**src/rtl/core/nsc_pkg.sv**
```systemverilog
// nmea sentence checker package: byte classes, queue item, config and result types
// used by every module of the block; no dependencies
package nsc_pkg;

  localparam int unsigned LineBufferSize = 192;
  localparam int unsigned QueueDepth     = 4;

  localparam logic [7:0] MinLenReset = 8'd6;
  localparam logic [7:0] MaxLenReset = 8'(LineBufferSize - 1);

  localparam int unsigned CfgIdxW = 4;
  localparam logic [CfgIdxW-1:0] RegMinLength = CfgIdxW'(0);
  localparam logic [CfgIdxW-1:0] RegMaxLength = CfgIdxW'(1);

  localparam logic [7:0] ChDollar = 8'h24;
  localparam logic [7:0] ChStar   = 8'h2A;
  localparam logic [7:0] ChCr     = 8'h0D;
  localparam logic [7:0] ChLf     = 8'h0A;
  localparam logic [7:0] ChPrLo   = 8'd32;
  localparam logic [7:0] ChPrHi   = 8'd126;

  typedef enum logic [1:0] {
    ClsDollar,
    ClsTerm,
    ClsPrint,
    ClsOther
  } byte_cls_e;

  typedef struct packed {
    byte_cls_e  cls;
    logic [7:0] data;
    logic       hex_ok;
    logic [3:0] hex_nib;
  } item_t;

  typedef struct packed {
    logic [7:0] min_length;
    logic [7:0] max_length;
  } cfg_t;

  typedef struct packed {
    logic        sentence_valid;
    logic [7:0]  sentence_length;
    logic [7:0]  computed_sum;
    logic [7:0]  received_sum;
    logic [31:0] valid_total;
    logic [31:0] invalid_total;
  } result_t;

endpackage

```
**src/rtl/core/nmea_sentence_checker_top.sv**
```systemverilog
// nmea sentence checker top: config registers, front end, queue, back end
// a byte accepted into the queue is registered there before the back end can pop it; its result,
// if any, is registered in the back end's result register when that byte is popped
// throughput: one byte per cycle while the queue is not full and no result is held by a stall
// reset: empties the queue, clears sentence state and counters, loads min 6 and max 191
module nmea_sentence_checker_top #(
  parameter int unsigned QUEUE_DEPTH = nsc_pkg::QueueDepth
) (
  input  logic                        clk_i,
  input  logic                        rst_ni,
  input  logic                        cfg_valid_i,
  output logic                        cfg_ready_o,
  input  logic [nsc_pkg::CfgIdxW-1:0] cfg_index_i,
  input  logic [7:0]                  cfg_data_i,
  input  logic                        in_valid_i,
  output logic                        in_stall_o,
  input  logic [7:0]                  rx_byte_i,
  output logic                        out_valid_o,
  input  logic                        out_stall_i,
  output logic                        sentence_valid_o,
  output logic [7:0]                  sentence_length_o,
  output logic [7:0]                  computed_sum_o,
  output logic [7:0]                  received_sum_o,
  output logic [31:0]                 valid_total_o,
  output logic [31:0]                 invalid_total_o
);

  nsc_pkg::cfg_t    cfg_q, cfg_d;
  nsc_pkg::item_t   push_item, pop_item;
  nsc_pkg::result_t result;
  logic             push, pop, q_empty, q_full;

  assign cfg_ready_o = 1'b1;

  always_comb begin
    cfg_d = cfg_q;
    if (cfg_valid_i) begin
      unique case (cfg_index_i)
        nsc_pkg::RegMinLength: cfg_d.min_length = cfg_data_i;
        nsc_pkg::RegMaxLength: cfg_d.max_length = cfg_data_i;
        default: cfg_d = cfg_q;
      endcase
    end
  end

  always_ff @(posedge clk_i or negedge rst_ni) begin
    if (!rst_ni) begin
      cfg_q.min_length <= nsc_pkg::MinLenReset;
      cfg_q.max_length <= nsc_pkg::MaxLenReset;
    end else begin
      cfg_q <= cfg_d;
    end
  end

  nsc_front u_front (
    .in_valid_i (in_valid_i),
    .rx_byte_i  (rx_byte_i),
    .q_full_i   (q_full),
    .in_stall_o (in_stall_o),
    .push_o     (push),
    .item_o     (push_item)
  );

  nsc_queue #(
    .DEPTH (QUEUE_DEPTH)
  ) u_queue (
    .clk_i   (clk_i),
    .rst_ni  (rst_ni),
    .push_i  (push),
    .item_i  (push_item),
    .pop_i   (pop),
    .item_o  (pop_item),
    .empty_o (q_empty),
    .full_o  (q_full)
  );

  nsc_back u_back (
    .clk_i       (clk_i),
    .rst_ni      (rst_ni),
    .cfg_i       (cfg_q),
    .item_i      (pop_item),
    .q_empty_i   (q_empty),
    .pop_o       (pop),
    .out_valid_o (out_valid_o),
    .out_stall_i (out_stall_i),
    .result_o    (result)
  );

  assign sentence_valid_o  = result.sentence_valid;
  assign sentence_length_o = result.sentence_length;
  assign computed_sum_o    = result.computed_sum;
  assign received_sum_o    = result.received_sum;
  assign valid_total_o     = result.valid_total;
  assign invalid_total_o   = result.invalid_total;

  // a passing sentence always matches its sums and holds at least dollar, star, two digits
  a_valid_sums_match: assert property (@(posedge clk_i) disable iff (!rst_ni)
    out_valid_o && sentence_valid_o |-> computed_sum_o == received_sum_o)
    else $error("valid sentence with mismatched sums");

  a_valid_min_len: assert property (@(posedge clk_i) disable iff (!rst_ni)
    out_valid_o && sentence_valid_o |-> sentence_length_o >= 8'd4)
    else $error("valid sentence too short");

  // the back end never pops an empty queue and never overwrites a held result
  a_pop_safe: assert property (@(posedge clk_i) disable iff (!rst_ni)
    pop |-> !q_empty && !(out_valid_o && out_stall_i))
    else $error("pop while queue empty or result held");

endmodule

```
**src/rtl/core/nsc_front.sv**
```systemverilog
// nmea sentence checker front end: classifies each received byte and decodes hex
// depends on nsc_pkg
module nsc_front (
  input  logic            in_valid_i,
  input  logic [7:0]      rx_byte_i,
  input  logic            q_full_i,
  output logic            in_stall_o,
  output logic            push_o,
  output nsc_pkg::item_t  item_o
);

  nsc_pkg::byte_cls_e cls;
  logic               hex_ok;
  logic [3:0]         hex_nib;

  always_comb begin
    if (rx_byte_i == nsc_pkg::ChDollar) begin
      cls = nsc_pkg::ClsDollar;
    end else if (rx_byte_i == nsc_pkg::ChCr || rx_byte_i == nsc_pkg::ChLf) begin
      cls = nsc_pkg::ClsTerm;
    end else if (rx_byte_i >= nsc_pkg::ChPrLo && rx_byte_i <= nsc_pkg::ChPrHi) begin
      cls = nsc_pkg::ClsPrint;
    end else begin
      cls = nsc_pkg::ClsOther;
    end
  end

  always_comb begin
    hex_ok  = 1'b1;
    hex_nib = 4'd0;
    if (rx_byte_i >= 8'h30 && rx_byte_i <= 8'h39) begin
      hex_nib = 4'(rx_byte_i - 8'h30);
    end else if (rx_byte_i >= 8'h41 && rx_byte_i <= 8'h46) begin
      hex_nib = 4'(rx_byte_i - 8'h37);
    end else if (rx_byte_i >= 8'h61 && rx_byte_i <= 8'h66) begin
      hex_nib = 4'(rx_byte_i - 8'h57);
    end else begin
      hex_ok = 1'b0;
    end
  end

  assign in_stall_o      = q_full_i;
  assign push_o          = in_valid_i && !q_full_i;
  assign item_o.cls      = cls;
  assign item_o.data     = rx_byte_i;
  assign item_o.hex_ok   = hex_ok;
  assign item_o.hex_nib  = hex_nib;

endmodule

```
**src/rtl/core/nsc_queue.sv**
```systemverilog
// nmea sentence checker queue: small register fifo between front end and back end
// depends on nsc_pkg
module nsc_queue #(
  parameter int unsigned DEPTH = nsc_pkg::QueueDepth
) (
  input  logic            clk_i,
  input  logic            rst_ni,
  input  logic            push_i,
  input  nsc_pkg::item_t  item_i,
  input  logic            pop_i,
  output nsc_pkg::item_t  item_o,
  output logic            empty_o,
  output logic            full_o
);

  localparam int unsigned AW = (DEPTH > 1) ? $clog2(DEPTH) : 1;
  localparam int unsigned CW = $clog2(DEPTH + 1);

  nsc_pkg::item_t mem_q [DEPTH];
  logic [AW-1:0]  wr_ptr_q, wr_ptr_d;
  logic [AW-1:0]  rd_ptr_q, rd_ptr_d;
  logic [CW-1:0]  count_q, count_d;
  logic           do_push, do_pop;

  assign empty_o = (count_q == CW'(0));
  assign full_o  = (count_q == CW'(DEPTH));
  assign do_push = push_i && !full_o;
  assign do_pop  = pop_i && !empty_o;
  assign item_o  = mem_q[rd_ptr_q];

  always_comb begin
    wr_ptr_d = wr_ptr_q;
    rd_ptr_d = rd_ptr_q;
    count_d  = count_q;
    if (do_push) begin
      wr_ptr_d = (wr_ptr_q == AW'(DEPTH - 1)) ? AW'(0) : wr_ptr_q + AW'(1);
    end
    if (do_pop) begin
      rd_ptr_d = (rd_ptr_q == AW'(DEPTH - 1)) ? AW'(0) : rd_ptr_q + AW'(1);
    end
    if (do_push && !do_pop) begin
      count_d = count_q + CW'(1);
    end else if (do_pop && !do_push) begin
      count_d = count_q - CW'(1);
    end
  end

  always_ff @(posedge clk_i or negedge rst_ni) begin
    if (!rst_ni) begin
      wr_ptr_q <= '0;
      rd_ptr_q <= '0;
      count_q  <= '0;
    end else begin
      wr_ptr_q <= wr_ptr_d;
      rd_ptr_q <= rd_ptr_d;
      count_q  <= count_d;
    end
  end

  always_ff @(posedge clk_i) begin
    if (do_push) begin
      mem_q[wr_ptr_q] <= item_i;
    end
  end

endmodule

```
**src/rtl/core/nsc_back.sv**
```systemverilog
// nmea sentence checker back end: sentence state, checksum compare, counters, result register
// depends on nsc_pkg
module nsc_back (
  input  logic             clk_i,
  input  logic             rst_ni,
  input  nsc_pkg::cfg_t    cfg_i,
  input  nsc_pkg::item_t   item_i,
  input  logic             q_empty_i,
  output logic             pop_o,
  output logic             out_valid_o,
  input  logic             out_stall_i,
  output nsc_pkg::result_t result_o
);

  logic        collecting_q, collecting_d;
  logic [7:0]  len_q, len_d;
  logic [7:0]  xor_q, xor_d;
  logic        star_q, star_d;
  logic [1:0]  digits_q, digits_d;
  logic        bad_q, bad_d;
  logic [7:0]  dval_q, dval_d;
  logic [31:0] vcnt_q, vcnt_d;
  logic [31:0] icnt_q, icnt_d;
  logic        out_valid_q, out_valid_d;
  nsc_pkg::result_t res_q, res_d;

  logic       slot_free;
  logic       sum_ok;
  logic [7:0] rsum;
  logic       good;

  assign slot_free = !out_valid_q || !out_stall_i;
  assign pop_o     = slot_free && !q_empty_i;

  assign sum_ok = star_q && (digits_q == 2'd2) && !bad_q;
  assign rsum   = sum_ok ? dval_q : 8'd0;
  assign good   = sum_ok && (rsum == xor_q);

  always_comb begin
    collecting_d = collecting_q;
    len_d        = len_q;
    xor_d        = xor_q;
    star_d       = star_q;
    digits_d     = digits_q;
    bad_d        = bad_q;
    dval_d       = dval_q;
    vcnt_d       = vcnt_q;
    icnt_d       = icnt_q;
    out_valid_d  = out_valid_q && out_stall_i;
    res_d        = res_q;
    if (pop_o) begin
      if (item_i.cls == nsc_pkg::ClsDollar) begin
        collecting_d = 1'b1;
        len_d        = 8'd1;
        xor_d        = 8'd0;
        star_d       = 1'b0;
        digits_d     = 2'd0;
        bad_d        = 1'b0;
        dval_d       = 8'd0;
      end else if (collecting_q) begin
        if (item_i.cls == nsc_pkg::ClsPrint && len_q < cfg_i.max_length) begin
          len_d = len_q + 8'd1;
          if (!star_q) begin
            if (item_i.data == nsc_pkg::ChStar) begin
              star_d = 1'b1;
            end else begin
              xor_d = xor_q ^ item_i.data;
            end
          end else if (digits_q != 2'd2) begin
            if (!item_i.hex_ok) begin
              bad_d = 1'b1;
            end else begin
              dval_d = {dval_q[3:0], item_i.hex_nib};
            end
            digits_d = digits_q + 2'd1;
          end
        end else begin
          // terminator, non-printable byte or length overflow
          if (item_i.cls == nsc_pkg::ClsTerm && len_q > cfg_i.min_length) begin
            if (good) begin
              vcnt_d = vcnt_q + 32'd1;
            end else begin
              icnt_d = icnt_q + 32'd1;
            end
            out_valid_d           = 1'b1;
            res_d.sentence_valid  = good;
            res_d.sentence_length = len_q;
            res_d.computed_sum    = xor_q;
            res_d.received_sum    = rsum;
            res_d.valid_total     = vcnt_d;
            res_d.invalid_total   = icnt_d;
          end
          collecting_d = 1'b0;
          len_d        = 8'd0;
          xor_d        = 8'd0;
          star_d       = 1'b0;
          digits_d     = 2'd0;
          bad_d        = 1'b0;
          dval_d       = 8'd0;
        end
      end
    end
  end

  always_ff @(posedge clk_i or negedge rst_ni) begin
    if (!rst_ni) begin
      collecting_q <= 1'b0;
      len_q        <= '0;
      xor_q        <= '0;
      star_q       <= 1'b0;
      digits_q     <= '0;
      bad_q        <= 1'b0;
      dval_q       <= '0;
      vcnt_q       <= '0;
      icnt_q       <= '0;
      out_valid_q  <= 1'b0;
    end else begin
      collecting_q <= collecting_d;
      len_q        <= len_d;
      xor_q        <= xor_d;
      star_q       <= star_d;
      digits_q     <= digits_d;
      bad_q        <= bad_d;
      dval_q       <= dval_d;
      vcnt_q       <= vcnt_d;
      icnt_q       <= icnt_d;
      out_valid_q  <= out_valid_d;
    end
  end

  always_ff @(posedge clk_i) begin
    res_q <= res_d;
  end

  assign out_valid_o = out_valid_q;
  assign result_o    = res_q;

endmodule

```
**config.mk**
```make
export PLATFORM = sky130hd
export DESIGN_NAME = nmea_sentence_checker_top
export DESIGN_NICKNAME = d
export VERILOG_FILES = /design/src/rtl/core/nsc_pkg.sv /design/src/rtl/core/nmea_sentence_checker_top.sv /design/src/rtl/core/nsc_front.sv /design/src/rtl/core/nsc_queue.sv /design/src/rtl/core/nsc_back.sv
export SDC_FILE = /design/constraint.sdc
export NUM_CORES = 1
export LEC_CHECK = 0
export BUFFER_PORTS_ARGS = -buffer_cell sky130_fd_sc_hd__buf_4
export CELL_PAD_IN_SITES_DETAIL_PLACEMENT = 1
export CELL_PAD_IN_SITES_GLOBAL_PLACEMENT = 2
export CORE_MARGIN = 4
export CORE_UTILIZATION = 41
export DETAILED_ROUTE_END_ITERATION = 8
export PLACE_DENSITY_LB_ADDON = 0.1
export SLEW_MARGIN = 20
export SYNTH_ARGS = -nofsm -noshare
export SYNTH_HDL_FRONTEND = slang
export SYNTH_SLANG_ARGS = --single-unit
```
**constraint.sdc**
```tcl
create_clock -name clk_i -period 4.1 [get_ports clk_i]
set_input_delay 0.205 -clock clk_i [delete_from_list [all_inputs] [get_ports clk_i]]
set_output_delay 0.205 -clock clk_i [all_outputs]
set_load 0.01 [all_outputs]
```
==> results of run 1 <==
report_power, final:
part | internal, mW | total, mW | switching, mW | leakage (nW)
clock | 1.49 | 2.52 | 1.03 | 0.449
combinational | 0.551 | 1.27 | 0.716 | 2.56
sequential | 3.13 | 3.33 | 0.204 | 2.80
final cells by class:
class | instances | area, um2
clock buffer | 41 | 802.0
clock inverter | 14 | 126.4
fill | 2989 | 14330
inverter | 34 | 130.1
multi-input combinational | 601 | 4237
sequential | 266 | 7413
tap | 384 | 480.5
timing repair buffer | 148 | 1181
sequential cells by signal (all words and copies together), names as in the netlist:
| register | count |
|---|---|
| u_queue.mem_q | 60 |
| u_back.dval_q | 8 |
| u_back.star_q | 1 |
| u_back.digits_q | 2 |
| u_back.len_q | 8 |
| u_back.icnt_q | 32 |
| u_queue.rd_ptr_q | 2 |
| u_back.bad_q | 1 |
| cfg_q | 16 |
| u_queue.wr_ptr_q | 2 |
| u_back.out_valid_o | 1 |
| u_back.vcnt_q | 32 |
| u_queue.count_q | 3 |
| u_back.xor_q | 8 |
| u_back.collecting_q | 1 |
| u_back.result_o | 89 |
critical path, stage by stage (launching register included):
cell and delay (ps):
dfrtp_1 380, inv_1 60, ha_1 200, and3b_1 330, nand3_2 110, or4_1 510
buf_4 220, inv_1 300, nand2_1 370, nor3_1 320, xor2_1 100
metal layers:
metal / global-route usage / share of wire / up-vias
met5: 0 / 0 / -
met3: 0.02501 / 0.040 / 30
li1: - / - / 3605
met4: 0.03358 / 0.014 / 0
met1: 0.2135 / 0.44 / 3737
met2: 0.2889 / 0.51 / 108
what timing repair did:
action                                  in CTS  in global routing
hold buffers                                18                  0
buffers inserted                             0                  0
endpoints found under the setup margin       0                  0
hold endpoints to repair                    95                  0
Yosys cell counts, drive strengths merged, types with 5 or more instances:
cell type and instances:
xor2 79, edfxtp 149, inv 34, nand2 95, nor2 67, a21o 5, and2 12, nand2b 5
and3 12, a21oi 9, o21ai 23, buf 17, clkbuf 18, nor3 38, nand3 41, nor4 10
a22o 8, xnor2 67, dfrtp 108, dfstp 9, mux2 13, ha 30, nand4 22, mux4 15
cell usage in the layout, fill, tap and decap left out, types with 33 or more instances in the layout:
master,count
nand3_1,40
buf_4,128
inv_1,33
xor2_1,79
edfxtp_1,149
nor2_1,67
xnor2_1,67
dfrtp_1,108
nor3_1,36
nand2_1,95
worst min-delay path by stage:
stage / from / end / slack [ps] / cells after the start
floorplan: rst_ni / cfg_q[11] / -90 / 0
global placement: rst_ni / u_back.vcnt_q[29] / 290 / 1
detailed placement: rst_ni / u_back.vcnt_q[29] / 280 / 1
CTS: cfg_index_i[0] / cfg_q[10] / 80 / 5
global route: cfg_index_i[0] / cfg_q[10] / 130 / 5
finish: cfg_index_i[0] / cfg_q[10] / 110 / 5
stage by stage:
step | utilization | cells | hold WS, ps | setup WS [ps]
2_1_floorplan | - | 936 | -90.59 | 565.1
6_report | 0.5007 | 1488 | 105.9 | 919.6
3_3_place_gp | 0.4620 | 1415 | 285.5 | 974.7
3_5_place_dp | 0.4620 | 1415 | 283.2 | 897.3
5_1_grt | 0.5007 | 1488 | 134.2 | 589.4
4_1_cts | 0.5007 | 1488 | 84.88 | 853.2
cells by family after synthesis:
logic type      count (synthesis)
flops                         266
other cells                     1
xor+xnor                      146
fa+ha+maj                      31
simple gates                  329
buf+inv                        69
compound gates                 64
mux                            30
==> run metrics, run 1 <==
adder-cell share of the synthesized area 0.03315; Site Rows 62; Final HPWL DP 17540 um; status complete, no violations; global-route wire length before repair 41770 um; CTS max path bufs 3; share of cells above drive strength 1 0.1957; Worst setup EP type flip-flop; initial antenna violation count 0; Worst R2R End u_back.result_o[58]; die area 31890 um2; XOR/XNOR Fraction of Synth Area 0.1072; vias in the first global route 7883; port bufs 115; DRT iter0 DRCs 366; actual slew at the worst max-slew pin 893.8 ps; Synth Area in Compound Gates 0.03535; FF-to-FF Start u_back.digits_q[0]; Mapped Cells 936; GRT Residual Overflow 0; Mapped Area 11930 um2; Synth Flop Type edfxtp_1; wire per inst 17.02 um; worst vdd ir 310.3 uV; Synth top area share 0.3751; crit start category flip-flop; Crit Path Class flip-flop to flip-flop; Initial Utilization 0.4156; RSZ-0062 raised after global routing false; Critical Path Start u_back.digits_q[0]; Pre-Repair DR Iteration Count 4; hold crit path type input pin to flip-flop; CTS Buf Count 30; worst-skew pair later-pin latency 560 ps; CP arrival 3470 ps; Critical Path Sink u_back.result_o[58]; largest net degree at the start of global routing 90; multiplexer share of the synthesized area 0.04227; total track usage 0.1631; sequential share of the synthesized area 0.6215; Placer Congestion 0.7332; Syn. warnings 0; Required @ worst endpoint 4390 ps; part of the cycle the worst path needs 0.7757; CTS tree yes; Fin Setup TNS 0 ps; Synth async-reset ratio 0.4398; Die Wd 178.6 um; post-layout min period 3180 ps; CTS root buf clkbuf_16; Yosys cell types 59; clock-pin transition on the worst setup and hold timing paths 60 ps; final WL 25330 um; Top Ports 117; reg-to-reg slack, setup 920 ps; largest family of logic cells by synthesized area simple AND/OR/NAND/NOR gates; Final Hold Vio Count 0; Final setup viols 0; post-CTS resize count 0; detailed-route vias per instance 5.027; Slew HR 0.3995; Final Skew 18.56 ps; Placement Cell Area 13260 um2; Mean Syn Cell Area 12.74 um2; height of the die 178.6 um; via count 7480; PwrDens 495.1 nW/um2; syn nets 992; number of synthesized flops with an enable pin 149; max-slew violations 0; P_leak 5.806 nW; Yosys reg bits 266; simple logic cell fraction of the synthesized area 0.1357; Yosys top cell by area edfxtp_1; Total Power 7.115 mW; H-tree depth 1; FMAX 314.4 MHz; Crit Path Max Fanout 19; DR DRC count 0; Reg2Reg Depth 10; ranking of synthesized cells by area edfxtp_1 38%, dfrtp_1 23%, xor2_1 5.8%; n_diodes 0; MaxCap Viol Count 0; fin area 14370 um2; P&R area growth vs syn 20.48%; core area 28700 um2; Clock Sinks 266; final net count 1137; ANT nets after route 0
(Power assumes the default switching activity.)
==> inputs of run 2 (changes only) <==
- CORE_UTILIZATION: 41 -> 37
- clock period: 4.1 -> 2.8 ns (I/O delays scaled with it)
==> run 2 against run 1 <==
Against the previous run: final cell count rose by 5.0%; core utilization shrank 2.3 points; hold slack worse by 69 ps; count of clock-buffer cells in the layout fell by 7; largest cell class unchanged.
==> run metrics, run 2 (synthesized netlist as in run 1, its figures left out) <==
Initial Utilization 0.3761; CTS root buf clkbuf_16; Final Hold Vio Count 0; Reg2Reg Depth 9; H-tree depth 1; status complete, no violations; hold crit path type input pin to flip-flop; Placement Cell Area 13740 um2; critical path cell sequence inv_1 > ha_1 > nand4_1 > nor3_1 > or4b_1 > a21o_4 > buf_4 > nor4_2 > xor2_1; CTS max path bufs 3; via count 7644; fin area 15140 um2; CTS tree yes; cell internal pwr 8.446 mW; worst hold margin 37.00 ps; DRT iter0 DRCs 304; combinational share of power 0.193; slowest CP cell or4b_1; worst vdd ir 551.2 uV; clock-pin transition on the worst setup and hold timing paths 60 ps; die area 35170 um2; initial antenna violation count 1; CP arrival 3100 ps; post-layout min period 2626 ps; setup slack after layout 174.5 ps; commonest non-fill, non-tap cell in the layout buf_4; actual slew at the worst max-slew pin 710.0 ps; Total Power 11.50 mW; Sw Share 0.2656; clock power share 0.392; reg-to-reg slack, setup 170 ps; Final Skew 15.49 ps; Hold Path End u_back.out_valid_o; final WL 27720 um; sequential share of power 0.416; Fin Setup TNS 0 ps; DR DRC count 0; CP bufs+invs 2; Final setup viols 0; slowest stage delay, CP 610 ps; height of the die 187.5 um; Clock Sinks 266; detailed-route vias per instance 4.894; n_diodes 0; Non-Filler Instances 1562; Site Rows 65; worst-skew pair later-pin latency 560 ps; Worst setup EP type flip-flop; global-route wire length before repair 45760 um; P&R area growth vs syn 26.94%; hold path start out_stall_i; P_leak 6.216 nW; largest net degree at the start of global routing 48; FMAX 380.9 MHz; hold path depth 4; Pre-Repair DR Iteration Count 4; Placer Congestion 0.7434; Slew HR 0.5267; vias in the first global route 8373; port bufs 115; Crit Path Class flip-flop to flip-flop; total track usage 0.1573; most frequent cells in the layout 174 x buf_4, 149 x edfxtp_1, 108 x dfrtp_1, 95 x nand2_1, 79 x xor2_1; PwrDens 759.6 nW/um2; share of cells above drive strength 1 0.2509; Crit Path Max Fanout 20; part of the cycle the worst path needs 0.9377; final net count 1191; MaxCap Viol Count 0; CTS Buf Count 31; Placed Instances 1484; Final HPWL DP 19480 um; wire per inst 17.75 um; crit start category flip-flop; GRT Residual Overflow 0; Worst R2R End u_back.vcnt_q[31]; max reg flops 89; FF-to-FF Start cfg_q[10]; Switch Pwr 3.054 mW; Top Ports 117; max-slew violations 0; setup slack at placement 49.34 ps; Die Wd 187.5 um; Post-Route Utilization 0.4774; ANT nets after route 0; core area 31720 um2; CP top delay family simple AND/OR/NAND/NOR gates; Required @ worst endpoint 3270 ps
==> run 2: worst max path at each step <==
stage / startpoint / to / slack, ps / depth (start not counted)
after floorplan: u_queue.rd_ptr_q[0] / u_back.icnt_q[31] / 50 / 8
after global placement: cfg_q[10] / u_back.vcnt_q[12] / 100 / 10
after detailed placement: cfg_q[10] / u_back.vcnt_q[12] / 50 / 10
after CTS: cfg_q[10] / u_back.vcnt_q[15] / 60 / 10
after global routing: u_back.digits_q[0] / u_back.result_o[58] / -1 / 11
final: cfg_q[10] / u_back.vcnt_q[31] / 170 / 9
==> run 2: routing by layer <==
layer  vias to the layer above  global-route usage  routed length (um)
met3                        28             0.02774                1041
met4                         2             0.02993                 354
met2                       109              0.2778               13930
met5                         -                   0                   7
met1                      3782              0.2056               12390
li1                       3723                   -                   -
==> run 2: power by group through the flow <==
| stage | Sequential (mW) | Clock [mW] | Combinational, mW |
|---|---|---|---|
| 5_1_grt | 4.83 | 4.82 | 2.52 |
| 2_1_floorplan | 4.82 | 0 | 1.39 |
| 4_1_cts | 4.79 | 4.64 | 2.28 |
| 6_report | 4.78 | 4.51 | 2.21 |
| 3_5_place_dp | 4.87 | 0 | 2.24 |
| 3_3_place_gp | 4.85 | 0 | 2.20 |
==> run 2: worst reg2reg max path: cells and delay by family (launching register included) <==
kind	cells	cell delay, ps
AOI/OAI and AO/OA	1	260
xor gates and xnor gates	1	180
adders and majority gates	1	300
buffers and inverters	2	270
DFF	1	510
and+or+nand+nor	4	1030
==> run 2: repair_timing <==
item                                   CTS  global route
endpoints found under the hold margin   85             0
setup endpoints to repair                0            31
resized for setup                        0            13
hold buffers                            17             0
buffers inserted                         0             2
==> run 2: final cells by class <==
cell class	instances	area [um2]
Fill cell	3286	16580
Timing Repair inverter	1	5.005
Timing Repair Buffer	200	1648
Inverter	34	132.6
Clock inverter	24	354.1
Clock buffer	34	797.0
Multi-Input combinational cell	601	4288
Sequential cell	266	7413
Tap cell	402	503.0
==> inputs of run 3 (changes only) <==
- CORE_UTILIZATION: 37 -> 44
- clock period: 2.8 -> 3.3 ns (I/O delays scaled with it)
==> run 3 against run 2 <==
Against the previous run: count of clock-buffer cells in the layout up 3; non-clock buffer count down 39; global-route usage up 2.1 points; fmax down 10%; highest routed layer is now met4; largest cell class unchanged; largest power group unchanged; flip-flop and latch count unchanged; register-to-register slack better by 200 ps; clock power down 19%.
==> run metrics, run 3 (synthesized netlist as in run 1, its figures left out) <==
total track usage 0.1779; CTS Buf Count 30; core area 26800 um2; ANT nets after route 0; PwrDens 643.7 nW/um2; multi-input combinational cell area 4247 um2; actual slew at the worst max-slew pin 922.3 ps; DRT iter0 DRCs 386; vias in the first global route 8136; worst hold margin 73.01 ps; Final setup viols 0; Initial Utilization 0.4451; P&R area growth vs syn 22.56%; FMAX 342.4 MHz; Placer Congestion 0.7543; met1 Use GR 0.2337; wire per inst 17.91 um; clock-pin transition on the worst setup and hold timing paths 60 ps; worst vdd ir 430.3 uV; max-slew violations 0; commonest non-fill, non-tap cell in the layout edfxtp_1; CTS tree yes; fin area 14620 um2; fill count 2706; RSZ-0062 raised after global routing false; status complete, no violations; n_diodes 0; CTS root buf clkbuf_16; crit start category flip-flop; Die Wd 172.6 um; Final HPWL DP 18290 um; Crit Path Max Fanout 18; H-tree depth 1; Crit Path Class flip-flop to flip-flop; worst-skew pair later-pin latency 550 ps; Final Hold Vio Count 0; GRT Residual Overflow 0; setup bufs post-CTS 0; Placement Cell Area 13330 um2; part of the cycle the worst path needs 0.8851; GRT busiest layer met2; Top Ports 117; most frequent cells in the layout 149 x edfxtp_1, 139 x buf_4, 108 x dfrtp_1, 94 x nand2_1, 79 x xor2_1; max reg flops 89; Pre-Repair DR Iteration Count 4; Worst setup EP type flip-flop; MaxCap Viol Count 0; Final Skew 6.634 ps; GR Layer Usage met2 0.3155; Site Rows 60; register area 7413 um2; largest net degree at the start of global routing 67; detailed-route vias per instance 5.222; port bufs 115; P_leak 5.964 nW; CTS max path bufs 3; Clock Sinks 266; CP arrival 3220 ps; Fin Setup TNS 0 ps; Required @ worst endpoint 3600 ps; met3 GRT Util 0.02951; post-layout min period 2921 ps; final net count 1150; Reg2Reg Depth 9; final WL 26120 um; Slew HR 0.3829; die area 29810 um2; global-route wire length before repair 44230 um; hold path depth 5; share of cells above drive strength 1 0.2138; via count 7619; DR DRC count 0; initial antenna violation count 0; hold crit path type input pin to flip-flop; height of the die 172.6 um
-- run 3: cell types whose count changed in the layout (fill, tap and decap cells not counted), sizes merged --
cell         delta
bufinv          -2
clkinv          -4
dlygate4sd3     +1
clkbuf          +3
buf            -40
-- run 3: where the power goes --
part	switching, mW	total [mW]	internal, mW
clock	1.34	3.66	2.32
sequential	0.222	4.11	3.88
combinational	0.933	1.65	0.714
total	2.49	9.41	6.92
-- run 3: final timing paths --
check	from	endpoint	slack, ps
setup / recovery	u_back.digits_q[0]	u_back.result_o[44]	380
hold / removal	cfg_index_i[0]	cfg_q[9]	70
hold reg to reg	u_back.digits_q[0]	u_back.digits_q[0]	490
setup reg to reg	u_back.digits_q[0]	u_back.result_o[44]	380
min in group asynchronous	rst_ni	u_back.vcnt_q[15]	200
max in group asynchronous	rst_ni	u_back.xor_q[2]	2230
-- run 3: timing repair --
item | CTS | global route
endpoints found under the setup margin | 0 | 5
gates resized for setup | 0 | 1
hold buffers | 18 | 0
endpoints found under the hold margin | 91 | 0
-- run 3: per-stage QoR --
stage	setup slack, ps	utilization	cells	power (mW)
final	379.2	0.5455	1459	9.410
after global routing	92.58	0.5455	1459	9.927
after CTS	240.2	0.5451	1459	9.548
after detailed placement	274.9	0.4973	1385	5.849
after global placement	364.5	0.4973	1385	5.782
after floorplan	267.8	-	936	5.270
-- run 3: worst max-delay path, stage by stage, from the launching register on --
cell and delay, ps:
dfrtp_1 390, inv_1 60, ha_1 220, and3b_1 330
nand3_2 110, or4_1 540, buf_4 230, nor3_1 480
nand3_1 160, xnor2_1 150
-- run 3: layout make-up --
type | count | area share
clock buffers | 37 | 0.05666
clock inverters | 19 | 0.01849
inverters | 34 | 0.008901
multi-input cells | 601 | 0.2905
flip-flops and latches | 266 | 0.5071
well taps | 341 | 0.02919
repair buffers | 161 | 0.08918
-- run 3: per-layer routing --
metal / vias up / share of wire
li1: 3651 / -
met1: 3812 / 0.44
met2: 116 / 0.51
met3: 40 / 0.032
met4: 0 / 0.018
met5: - / 0
